**src/rtl/jxsl_pkg.sv**
```systemverilog
`default_nettype none

package jxsl_pkg;

  localparam logic [7:0] MARK_PREFIX = 8'hFF;
  localparam logic [7:0] MARK_SOI    = 8'hD8;
  localparam logic [7:0] MARK_APP1   = 8'hE1;
  localparam logic [7:0] MARK_SOS    = 8'hDA;

  localparam int LEN_BITS    = 27;
  localparam int SEG_BITS    = 16;
  localparam int SIG_LEN     = 28;
  localparam int PACKET_LEAD = 29;

  // Namespace header bytes, in stream order.
  function automatic logic [7:0] sig_byte(input logic [4:0] idx);
    logic [7:0] b;
    unique case (idx)
      5'd0:  b = 8'h68;
      5'd1:  b = 8'h74;
      5'd2:  b = 8'h74;
      5'd3:  b = 8'h70;
      5'd4:  b = 8'h3A;
      5'd5:  b = 8'h2F;
      5'd6:  b = 8'h2F;
      5'd7:  b = 8'h6E;
      5'd8:  b = 8'h73;
      5'd9:  b = 8'h2E;
      5'd10: b = 8'h61;
      5'd11: b = 8'h64;
      5'd12: b = 8'h6F;
      5'd13: b = 8'h62;
      5'd14: b = 8'h65;
      5'd15: b = 8'h2E;
      5'd16: b = 8'h63;
      5'd17: b = 8'h6F;
      5'd18: b = 8'h6D;
      5'd19: b = 8'h2F;
      5'd20: b = 8'h78;
      5'd21: b = 8'h61;
      5'd22: b = 8'h70;
      5'd23: b = 8'h2F;
      5'd24: b = 8'h31;
      5'd25: b = 8'h2E;
      5'd26: b = 8'h30;
      5'd27: b = 8'h2F;
      default: b = 8'h00;
    endcase
    return b;
  endfunction

endpackage

`default_nettype wire

```
**src/rtl/jpeg_xmp_segment_locator.sv**
```systemverilog
// JPEG XMP segment locator.
// Input channel: one file byte per word (byte_value), with the file's total
// byte count (data_length, same on every word of a file) and last_byte on the
// final word. in_valid/in_stall: a word moves when in_valid is high and
// in_stall is low.
// Output channel: at most one result word per file (found, xmp_offset,
// xmp_length), handed over when out_valid is high and out_stall is low.
// Not-found results carry zero offset and length.
// A result passes through the input register and then the result register
// before it appears on the output. Throughput: one word per cycle while the
// receiver takes results; a stall with a result waiting holds the input. The
// parse state updates in a single pass per word.
// Once a file is decided, its remaining bytes are consumed and dropped until
// last_byte, which always returns the parser to its start state.
// Reset (rst, synchronous) empties both registers and restarts the parser.
// When the receiver stalls with a result waiting, the input register holds
// its word and in_stall rises; nothing is lost or repeated.
`default_nettype none

module jpeg_xmp_segment_locator #(
  parameter int POSITION_BITS = 27
) (
  input  wire logic        clk,
  input  wire logic        rst,
  input  wire logic        in_valid,
  output logic             in_stall,
  input  wire logic [7:0]  byte_value,
  input  wire logic [26:0] data_length,
  input  wire logic        last_byte,
  output logic             out_valid,
  input  wire logic        out_stall,
  output logic             found,
  output logic [26:0]      xmp_offset,
  output logic [15:0]      xmp_length
);

  localparam int PB = POSITION_BITS;
  localparam int CW = ((PB > jxsl_pkg::LEN_BITS) ? PB : jxsl_pkg::LEN_BITS) + 2;

  typedef enum logic [2:0] {
    PH_START0, PH_START1, PH_SCAN, PH_MARKER,
    PH_LENHI, PH_LENLO, PH_SKIP, PH_DONE
  } phase_t;

  // Input register.
  logic        in_full;
  logic [7:0]  r_byte;
  logic [26:0] r_len;
  logic        r_last;

  // Parse state.
  phase_t          phase, phase_next;
  logic [PB-1:0]   byte_position, byte_position_next;
  logic [PB-1:0]   marker_position, marker_position_next;
  logic [7:0]      marker_code, marker_code_next;
  logic [15:0]     segment_length, segment_length_next;
  logic [4:0]      header_index, header_index_next;
  logic            header_matches, header_matches_next;
  logic [15:0]     skip_remaining, skip_remaining_next;

  logic        emit, hit;
  logic [26:0] res_off;
  logic [15:0] res_len;

  logic go;

  // Advance the input word whenever the result register can take a word.
  assign go       = in_full && (!out_valid || !out_stall);
  assign in_stall = in_full && !go;

  logic [CW-1:0] pos_x, mpos_x, len_x, seg_x, off_x;
  logic [15:0]   seg_new;
  logic          check;
  logic [15:0]   skip_dec;

  always_comb begin
    pos_x    = CW'(byte_position);
    mpos_x   = CW'(marker_position);
    len_x    = CW'(r_len);
    seg_new  = {segment_length[15:8], r_byte};
    seg_x    = CW'(seg_new);
    off_x    = mpos_x + CW'(4 + jxsl_pkg::PACKET_LEAD);
    check    = (marker_code == jxsl_pkg::MARK_APP1) &&
               (off_x < len_x) &&
               (seg_new >= 16'(2 + jxsl_pkg::PACKET_LEAD)) &&
               (mpos_x + CW'(2) + seg_x <= len_x);
    skip_dec = skip_remaining - 16'd1;

    phase_next           = phase;
    byte_position_next   = byte_position + PB'(1);
    marker_position_next = marker_position;
    marker_code_next     = marker_code;
    segment_length_next  = segment_length;
    header_index_next    = header_index;
    header_matches_next  = header_matches;
    skip_remaining_next  = skip_remaining;
    emit    = 1'b0;
    hit     = 1'b0;
    res_off = '0;
    res_len = '0;

    unique case (phase)
      PH_START0: begin
        if (r_len < 27'd4 || r_byte != jxsl_pkg::MARK_PREFIX) begin
          emit       = 1'b1;
          phase_next = PH_DONE;
        end else begin
          phase_next = PH_START1;
        end
      end
      PH_START1: begin
        if (r_byte != jxsl_pkg::MARK_SOI) begin
          emit       = 1'b1;
          phase_next = PH_DONE;
        end else begin
          phase_next = PH_SCAN;
        end
      end
      PH_SCAN: begin
        if (pos_x + CW'(4) >= len_x) begin
          emit       = 1'b1;
          phase_next = PH_DONE;
        end else if (r_byte == jxsl_pkg::MARK_PREFIX) begin
          marker_position_next = byte_position;
          phase_next           = PH_MARKER;
        end
      end
      PH_MARKER: begin
        if (r_byte == jxsl_pkg::MARK_PREFIX) begin
          // Fill byte: restart the marker here unless the data runs out.
          if (pos_x + CW'(4) >= len_x) begin
            emit       = 1'b1;
            phase_next = PH_DONE;
          end else begin
            marker_position_next = byte_position;
          end
        end else begin
          marker_code_next = r_byte;
          phase_next       = PH_LENHI;
        end
      end
      PH_LENHI: begin
        segment_length_next = {r_byte, 8'h00};
        phase_next          = PH_LENLO;
      end
      PH_LENLO: begin
        segment_length_next = seg_new;
        if (!check && marker_code == jxsl_pkg::MARK_SOS) begin
          emit       = 1'b1;
          phase_next = PH_DONE;
        end else begin
          header_matches_next = check;
          header_index_next   = '0;
          skip_remaining_next = (seg_new < 16'd2) ? 16'd0 : seg_new - 16'd2;
          phase_next = (seg_new > 16'd2) ? PH_SKIP : PH_SCAN;
        end
      end
      PH_SKIP: begin
        if (header_matches && header_index < 5'(jxsl_pkg::SIG_LEN) &&
            r_byte == jxsl_pkg::sig_byte(header_index) &&
            header_index == 5'(jxsl_pkg::SIG_LEN - 1)) begin
          // Whole namespace header matched: report the packet.
          header_index_next = header_index + 5'd1;
          emit       = 1'b1;
          hit        = 1'b1;
          res_off    = off_x[26:0];
          res_len    = segment_length - 16'(2 + jxsl_pkg::PACKET_LEAD);
          phase_next = PH_DONE;
        end else begin
          if (header_matches && header_index < 5'(jxsl_pkg::SIG_LEN)) begin
            if (r_byte != jxsl_pkg::sig_byte(header_index)) begin
              header_matches_next = 1'b0;
            end else begin
              header_index_next = header_index + 5'd1;
            end
          end
          skip_remaining_next = skip_dec;
          if (skip_dec == 16'd0) begin
            phase_next = PH_SCAN;
          end
        end
      end
      PH_DONE: begin
      end
      default: begin
      end
    endcase

    if (r_last) begin
      // End of file: report not-found if still undecided, then restart.
      if (!emit && phase != PH_DONE) begin
        emit = 1'b1;
      end
      phase_next           = PH_START0;
      byte_position_next   = '0;
      marker_position_next = '0;
      marker_code_next     = '0;
      segment_length_next  = '0;
      header_index_next    = '0;
      header_matches_next  = 1'b1;
      skip_remaining_next  = '0;
    end
  end

  always_ff @(posedge clk) begin
    if (rst) begin
      in_full         <= 1'b0;
      out_valid       <= 1'b0;
      phase           <= PH_START0;
      byte_position   <= '0;
      marker_position <= '0;
      marker_code     <= '0;
      segment_length  <= '0;
      header_index    <= '0;
      header_matches  <= 1'b1;
      skip_remaining  <= '0;
    end else begin
      if (in_valid && !in_stall) begin
        in_full <= 1'b1;
        r_byte  <= byte_value;
        r_len   <= data_length;
        r_last  <= last_byte;
      end else if (go) begin
        in_full <= 1'b0;
      end

      if (go) begin
        phase           <= phase_next;
        byte_position   <= byte_position_next;
        marker_position <= marker_position_next;
        marker_code     <= marker_code_next;
        segment_length  <= segment_length_next;
        header_index    <= header_index_next;
        header_matches  <= header_matches_next;
        skip_remaining  <= skip_remaining_next;
      end

      if (go && emit) begin
        out_valid  <= 1'b1;
        found      <= hit;
        xmp_offset <= res_off;
        xmp_length <= res_len;
      end else if (!out_stall) begin
        out_valid <= 1'b0;
      end
    end
  end

endmodule

`default_nettype wire

```
**config.mk**
```make
export PLATFORM = sky130hd
export DESIGN_NAME = jpeg_xmp_segment_locator
export DESIGN_NICKNAME = d
export VERILOG_FILES = /design/src/rtl/jxsl_pkg.sv /design/src/rtl/jpeg_xmp_segment_locator.sv
export SDC_FILE = /design/constraint.sdc
export NUM_CORES = 1
export LEC_CHECK = 0
export BUFFER_PORTS_ARGS = -buffer_cell sky130_fd_sc_hd__buf_2
export CAP_MARGIN = 5
export CORE_MARGIN = 8
export CORE_UTILIZATION = 44
export CTS_BUF_LIST = sky130_fd_sc_hd__clkbuf_8 sky130_fd_sc_hd__clkbuf_16
export CTS_CLUSTER_SIZE = 28
export DETAILED_ROUTE_END_ITERATION = 8
export PLACE_DENSITY = 0.7
export SLEW_MARGIN = 15
export SYNTH_ARGS = -nofsm -noshare
export SYNTH_HDL_FRONTEND = slang
export SYNTH_SLANG_ARGS = --single-unit
```
**constraint.sdc**
```tcl
create_clock -name clk -period 13.4 [get_ports clk]
set_input_delay 4.02 -clock clk [delete_from_list [all_inputs] [get_ports clk]]
set_output_delay 4.02 -clock clk [all_outputs]
set_load 0.02 [all_outputs]
```
# Yosys cells after proc, flatten, opt, wreduce, memory -nomap -nowiden
# Memory sizes are Yosys's and may differ from the RTL's. A register that Yosys moved wholly into a read port is not among the register bits.
# Index checks and enable logic that the tools add are counted.
totals:
  regBits: 185
  rom_bits: 448
  input_bits: 40
  out_inout_bits: 46
  elab_cells: 170
  memories: 2
classes:
  addsub: 9
  order_cmp: 8
  eq_ne: 31
  n_mux: 62
  bitwise_logic: 1
  reduce_logical: 40
memory_table:
  columns: ["name", "words", "width", "read_ports", "rd_ports_with_merged_regs", "write_ports", "line_no", "text"]
  rows:
  - ["(name not given)", 32, 7, 1, 1, 0, "jxsl_pkg.sv:18", "unique case (idx)"]
  - ["(name not given)", 32, 7, 1, 1, 0, "jxsl_pkg.sv:18", null]
ops:
  columns: ["cell", "count"]
  rows:
  - ["two-way mux 27 bit", 6]
  - ["two-way mux 16 bit", 5]
  - ["case mux 16 bit (2 select lines)", 2]
  - ["two-way mux 8 bit", 7]
  - ["case mux 27 bit (2 select lines)", 1]
  - ["two-way mux 5 bit", 9]
  - ["two-way mux 3 bit", 11]
  - ["adder 28 x 16 -> 29 bit", 1]
  - ["<= comparator 29 x 27 -> 1 bit", 1]
  - ["adder 27 x 2 -> 28 bit, second input constant", 1]
  - ["adder 27 x 3 -> 28 bit, second input constant", 1]
  - ["adder 27 x 6 -> 28 bit, second input constant", 1]
  - ["greater-or-equal comparator 28 x 27 -> 1 bit", 1]
  - ["less-than comparator 28 x 27 -> 1 bit", 1]
  - ["adder 27 x 1 -> 27 bit, second input constant", 1]
  - ["less-than comparator 27 x 3 -> 1 bit, second input constant", 1]
  - ["!= test 3 bit, second input constant", 9]
  - ["equality test 8 bit, second input constant", 3]
  - ["case mux 3 bit (7 select lines)", 1]
  - ["!= test 4 bit, second input constant", 5]
  - ["two-way mux 1 bit", 17]
  - ["greater-or-equal comparator 16 x 5 -> 1 bit, second input constant", 1]
  - ["> comparator 16 x 2 -> 1 bit, second input constant", 1]
  - ["logical NOT 16 bit", 1]
  - ["other kinds (31)", 63]

# Longest topological paths before layout
# Gate-level depths: netlist of run 1.
depth:
  word_depth: 15
  mapped_depth: 23
  depth_no_buf: 22

# Worst setup path after synthesis of run 1
# OpenSTA, ideal clock, no wires.
synth_timing:
  path_type: "input-to-reg"
  startpoint: "input port out_stall"
  endpoint: "register found, enable pin"
  setup_time_ps: 500
  arrival_ps: 7957
  required_ps: 12900
  slack_ps: 4943
  path_stages: 4
  n_path_buf: 1
  cell_sequence: "a21boi_1 > clkbuf_1 > nand2_1 > nor3_1"
synth_between:
  elab_chain_len: 5
synth_lines:
  columns: ["item", "line_no", "text"]
  rows:
  - ["from (decl)", "jpeg_xmp_segment_locator.sv:31", "input wire logic out_stall,"]
  - ["logical NOT 1 bit", null, null]
  - ["logical OR 1 bit", "jpeg_xmp_segment_locator.sv:68", "assign go = in_full && (!out_valid || !out_stall);"]
  - ["logical AND 1 bit", "jpeg_xmp_segment_locator.sv:68", null]
  - ["logical AND 1 bit", "jpeg_xmp_segment_locator.sv:238", "if (go && emit) begin"]
  - ["AND reduction 2 bit (no source line)", null, null]
  - ["to (signal assigned)", "jpeg_xmp_segment_locator.sv:240", "found <= hit;"]
  - ["to (decl)", "jpeg_xmp_segment_locator.sv:32", "output logic found,"]
# No other way between the ends.
# A chain may end at the register's enable or synchronous reset.

# Worst setup path in the final report of run 1
layout_timing:
  startpoint: "input port out_stall"
  endpoint: "output port in_stall"
layout_between:
  elab_chain_len: 5
layout_lines:
  columns: ["item", "line_no", "text"]
  rows:
  - ["logical NOT 1 bit", null, null]
  - ["logical OR 1 bit", "jpeg_xmp_segment_locator.sv:68", null]
  - ["logical AND 1 bit", "jpeg_xmp_segment_locator.sv:68", null]
  - ["logical NOT 1 bit", "jpeg_xmp_segment_locator.sv:69", "assign in_stall = in_full && !go;"]
  - ["logical AND 1 bit", "jpeg_xmp_segment_locator.sv:69", null]
  - ["to (decl)", "jpeg_xmp_segment_locator.sv:26", "output logic in_stall,"]
# No other way between the ends.

==> metrics.yaml, run 1 <==
start_kind: "input pin"
core_area_um2: 28500
cellLeakagePower_nw: 5.78
postRouteWirelength_um: 34100
cts_resized: 0
clockBufferDepth: 2
pwr-share-comb: 0.079
min_period_over_period: 0.637
hpwl_um: 25400
clkSinkCount: 192
grt_max_degree: 88
area_growth_pct: 9.84
setup_viol: 0
die-area_um2: 34300
cts_buffers: 17
cts.htree.levels: 4
ctsHoldBuffers: 0
synthCells: 1438
synthSimpleGateAreaFrac: 0.206
crit_family: "buffers and inverters"
maxCapViolCount: 0
synth_edf_count: 80
fin_util: 0.486
yosysUniqueCellTypes: 84
path_clk_slew_ps: 70
synth_compound_area_frac: 0.161
holdCritPathClass: "register to register"
pwr-share-seq: 0.512
slew_headroom: 0.265
period_minus_slack_ps: 8540
ys.flop_type: "dfxtp_1"
async_reset_ff_frac: 0
cp_num_buf_inv: 2
synth_top_family_by_area: "simple AND/OR/NAND/NOR gates"
ys_seq_area_frac: 0.369
rsz0062_at_grt: "false"
grt-ovfl-total: 0
synth-warning-count: 0
fin_tns_setup_ps: 0
powerDensity_nw_per_um2: 89.3
drt_pass1_iterations: 6
first_iter_violations: 1068
internal_power_w: 0.000899
crit_top_cell: "buf_2"
crit_required_ps: 9380
worstPathMaxFanout: 3
io_pins: 86
clockRootBuffer: "clkbuf_16"
die_y_um: 185
arrival_ps: 4520
max_stage_delay_ps: 210
post-route-cell-area_um2: 13800
fin_worst_skew_ps: 15.6
ys_ff_latch: 192
port_buffers: 85
synth.area.mux_share: 0.00398
final_nets: 1644
synth_xor_area_frac: 0.0884
fmax_mhz: 117
insertedDiodeCount: 0
tritoncts: "yes"
slew_viol_final: 0
synthAdderAreaFrac: 0.128
grt_pass1_vias: 10000
status: "finished, final reports clean"
antenna_left: 0
critPathCaptureType: "output port"
wl_per_cell_um: 18.2
worst_slew_pin_slew_ps: 1100
clk_latency_ps: 460
clock_power_share: 0.409
vias: 10900
die_x_um: 185
antenna_found_initial: 0
worst_path_max_delay_cell: "and3_1"
placed_area_um2: 13300
syn-num-nets: 1606
rows: 62
switching_share: 0.272
grt_pass1_wl_um: 53500
drive_above_1_share: 0.100
path_cells: "buf_2, and3_1, buf_2"
initial_core_util: 0.442
peakVddDrop_uv: 91.2
gr-usage-all-layers: 0.198
synth_area_um2: 12600
syn_area_per_cell_um2: 8.75
power_switching_w: 0.000336
path_class: "input pin to output port"
drc_errors: 0
place_congestion: 0.904
vias_per_cell: 5.80
postCtsSetupBuffers: 0
finalHoldViolCount: 0
power groups by stage:
stage	Clock (W)	Combinational (W)	Sequential, W
final	0.000505	0.0000978	0.000632
after global routing	0.000532	0.000108	0.000633
after CTS	0.000512	0.0000973	0.000632
after detailed placement	0	0.0000963	0.000645
after global placement	0	0.0000937	0.000645
after floorplan	0	0.0000701	0.000638
Yosys cell counts (all sizes together) (3+ instances only):
cell type | instances | area [µm²]
xnor2 | 69 | 604
a211oi | 13 | 97.6
o221ai | 3 | 26.3
xor2 | 58 | 508
a311oi | 4 | 52.6
a32oi | 3 | 33.8
nor2 | 196 | 736
nand2b | 4 | 25.0
ha | 127 | 1590
a22oi | 47 | 353
nor3 | 35 | 175
and3 | 19 | 119
or2 | 4 | 25.0
o311ai | 3 | 26.3
edfxtp | 80 | 2400
o21a | 10 | 75.1
clkbuf | 59 | 223
a31oi | 8 | 50.1
o22ai | 5 | 31.3
o32ai | 4 | 35.0
a221oi | 4 | 35.0
nand4 | 27 | 169
o211ai | 4 | 30.0
o21bai | 3 | 22.5
nand2 | 105 | 394
o31ai | 4 | 30.0
inv | 59 | 221
buf | 16 | 97.6
nor4 | 21 | 168
dfxtp | 112 | 2240
a211o | 3 | 26.3
a21oi | 84 | 428
and2 | 29 | 181
a21o | 7 | 52.6
or3 | 14 | 88.8
nor2b | 13 | 81.3
a21boi | 3 | 22.5
or4 | 3 | 26.3
a31o | 6 | 52.6
mux2i | 5 | 50.1
nand3 | 62 | 315
o21ai | 71 | 363
per-layer routing:
layer	wire, µm	global-route usage
met1	16100	0.275
met2	14700	0.305
met4	896	0.0727
met5	0	0
met3	2450	0.0314
worst paths after layout:
check	start	end	slack (ps)	cells past startpoint
worst max register to register	r_byte[1]$_DFFE_PP_	header_matches$_SDFFE_PP1P_	7370	22
worst min-delay path	skip_remaining[14]$_SDFFE_PP0P_	skip_remaining[14]$_SDFFE_PP0P_	500	2
worst min register to register	skip_remaining[14]$_SDFFE_PP0P_	skip_remaining[14]$_SDFFE_PP0P_	500	2
worst max-delay path	out_stall	in_stall	4860	3
cells by family (layout without fill, tap and decap cells):
group           count (synthesis)  in the layout
simple gates                  543            543
xor+xnor                      127            127
flops                         192            192
fa+ha+maj                     128            128
mux                             5              5
compound gates                308            308
buf+inv                       135            186
sequential cells by signal (all words and copies together) (netlist names), 8 cells and up, named ones only:
register         cells
segment_length      16
xmp_offset          27
xmp_length          16
r_byte               8
marker_code          8
r_len               27
skip_remaining      16
byte_position       27
marker_position     27
stage by stage:
stage	hold slack, ps	std cells	setup WS, ps	total power (W)
3_5_place_dp	487	1841	4870	0.000741
3_3_place_gp	476	1841	4880	0.000739
2_1_floorplan	452	1438	4940	0.000709
6_report	500	1873	4860	0.00124
5_1_grt	528	1873	4840	0.00127
4_1_cts	498	1873	4860	0.00124
worst min-delay path: cells and delay by family (launching register included):
family             cells  cell delay [ps]
AOI/OAI and AO/OA      1               50
DFF                    1              340
and+or+nand+nor        1               60
cell usage in the layout, fill, tap and decap left out, drive strengths merged, types with 6 or more instances in the layout:
cell      n
or3      14
ha      127
nand3    62
o21ai    71
a211oi   13
buf      94
a21o      7
inv      70
a31o      6
a31oi     8
clkbuf   17
dfxtp   112
xor2     58
nand2   105
nor2b    13
a22oi    47
edfxtp   80
o21a     10
and2     29
and3     19
nor2    196
nand4    27
nor4     21
a21oi    84
xnor2    69
nor3     35
layout make-up:
class	count	area, µm²
clock buffer	17	425
clock inverter	15	143
fill	2712	14600
inverter	60	225
multi-input combinational	1111	7410
sequential	192	4640
tap	384	480
timing repair buffer	94	493
Note: power is estimated with default switching activity, not from simulation.
==> run 2: changes to the inputs <==
Clock period 13.4 ns to 8.9 ns, I/O delays scaled along.
==> metrics.yaml, run 2 (synthesis gave the netlist of run 1 again) <==
fin_worst_skew_ps: 16.3
setup_viol: 0
rsz0062_at_grt: "false"
cts.htree.levels: 4
drt_pass1_iterations: 5
critPathCaptureType: "output port"
io_pins: 86
clkSinkCount: 192
start_kind: "input pin"
layout.cells.most_common: "nor2_1"
vias: 10600
clockBufferDepth: 2
insertedDiodeCount: 0
tritoncts: "yes"
peakVddDrop_uv: 140
die-area_um2: 34300
path_clk_slew_ps: 70
total_power_w: 0.00185
period_minus_slack_ps: 5840
grt_max_degree: 88
ctsHoldBuffers: 0
maxCapViolCount: 0
core_area_um2: 28500
place_congestion: 0.933
gr-usage-all-layers: 0.196
holdCritPathClass: "register to register"
fmax_mhz: 171
rows: 62
hpwl_um: 25100
first_iter_violations: 931
grt_pass1_vias: 10100
vias_per_cell: 5.66
r2r_slack_ps: 3480
finalHoldViolCount: 0
clockRootBuffer: "clkbuf_16"
status: "finished, final reports clean"
arrival_ps: 3170
grt_pass1_wl_um: 53300
drc_errors: 0
postRouteWirelength_um: 33300
slew_headroom: 0.264
min_period_over_period: 0.656
worstPathMaxFanout: 3
worst_slew_pin_slew_ps: 1100
hold_ws_ps: 494
final_cell_mix: "196 x nor2_1, 127 x ha_1, 112 x dfxtp_1, 105 x nand2_1, 85 x buf_2"
postCtsSetupBuffers: 0
area_growth_pct: 9.78
antenna_found_initial: 0
clk_latency_ps: 460
powerDensity_nw_per_um2: 134
final_nets: 1643
slew_viol_final: 0
crit_required_ps: 6230
initial_core_util: 0.442
cts_buffers: 17
port_buffers: 85
die_x_um: 185
cts_resized: 0
wl_per_cell_um: 17.8
drive_above_1_share: 0.101
setup_slack_ps: 3060
cellLeakagePower_nw: 5.78
grt-ovfl-total: 0
place_ws_ps: 3060
fin_tns_setup_ps: 0
path_class: "input pin to output port"
antenna_left: 0
die_y_um: 185
## run 2: cell count changes in the layout (fill, tap and decap cells not counted)
cell	delta
a21oi_1	-1
a21oi_2	+1
buf_4	-1
clkinv_2	+1
clkinv_8	-1
inv_1	-1
inv_8	+1
## run 2: metal layers
layer,vias to the layer above,GRT usage,part of all wire
met3,55,0.0408,0.078
met4,0,0.0631,0.020
met1,4921,0.276,0.48
li1,5256,-,-
met2,356,0.297,0.43
met5,-,0,0
## run 2: layout make-up
type                            instances  area [µm²]
Clock buffer                           17         425
Sequential cell                       192        4640
Clock inverter                         15         139
Fill cell                            2699       14700
Tap cell                              384         480
Inverter                               60         225
Timing Repair Buffer                   93         485
Multi-Input combinational cell       1111        7420
## run 2: worst max-delay path, cell delays in order
cell,delay (ps)
buf_2,100
and3_1,210
buf_2,180
## run 2: per-stage QoR
stage,instance area (µm²),utilization,std cells
2_1_floorplan,12600,-,1438
3_3_place_gp,13200,0.465,1840
3_5_place_dp,13200,0.465,1840
4_1_cts,13800,0.485,1872
5_1_grt,13800,0.485,1872
6_report,13800,0.485,1872
## run 2: path summary, 6_finish.rpt
path	start	cells past startpoint	to
worst max-delay path	out_stall	3	in_stall
worst min-delay path	skip_remaining[14]$_SDFFE_PP0P_	2	skip_remaining[14]$_SDFFE_PP0P_
worst max register to register	r_byte[1]$_DFFE_PP_	22	header_matches$_SDFFE_PP1P_
worst min register to register	skip_remaining[14]$_SDFFE_PP0P_	2	skip_remaining[14]$_SDFFE_PP0P_
## run 2: where the power goes
group / internal, W / leakage (nW) / switching, W
sequential: 0.000930 / 1.72 / 0.0000220
combinational: 0.0000506 / 3.77 / 0.0000952
clock: 0.000373 / 0.279 / 0.000381
total: 0.00135 / 5.78 / 0.000498
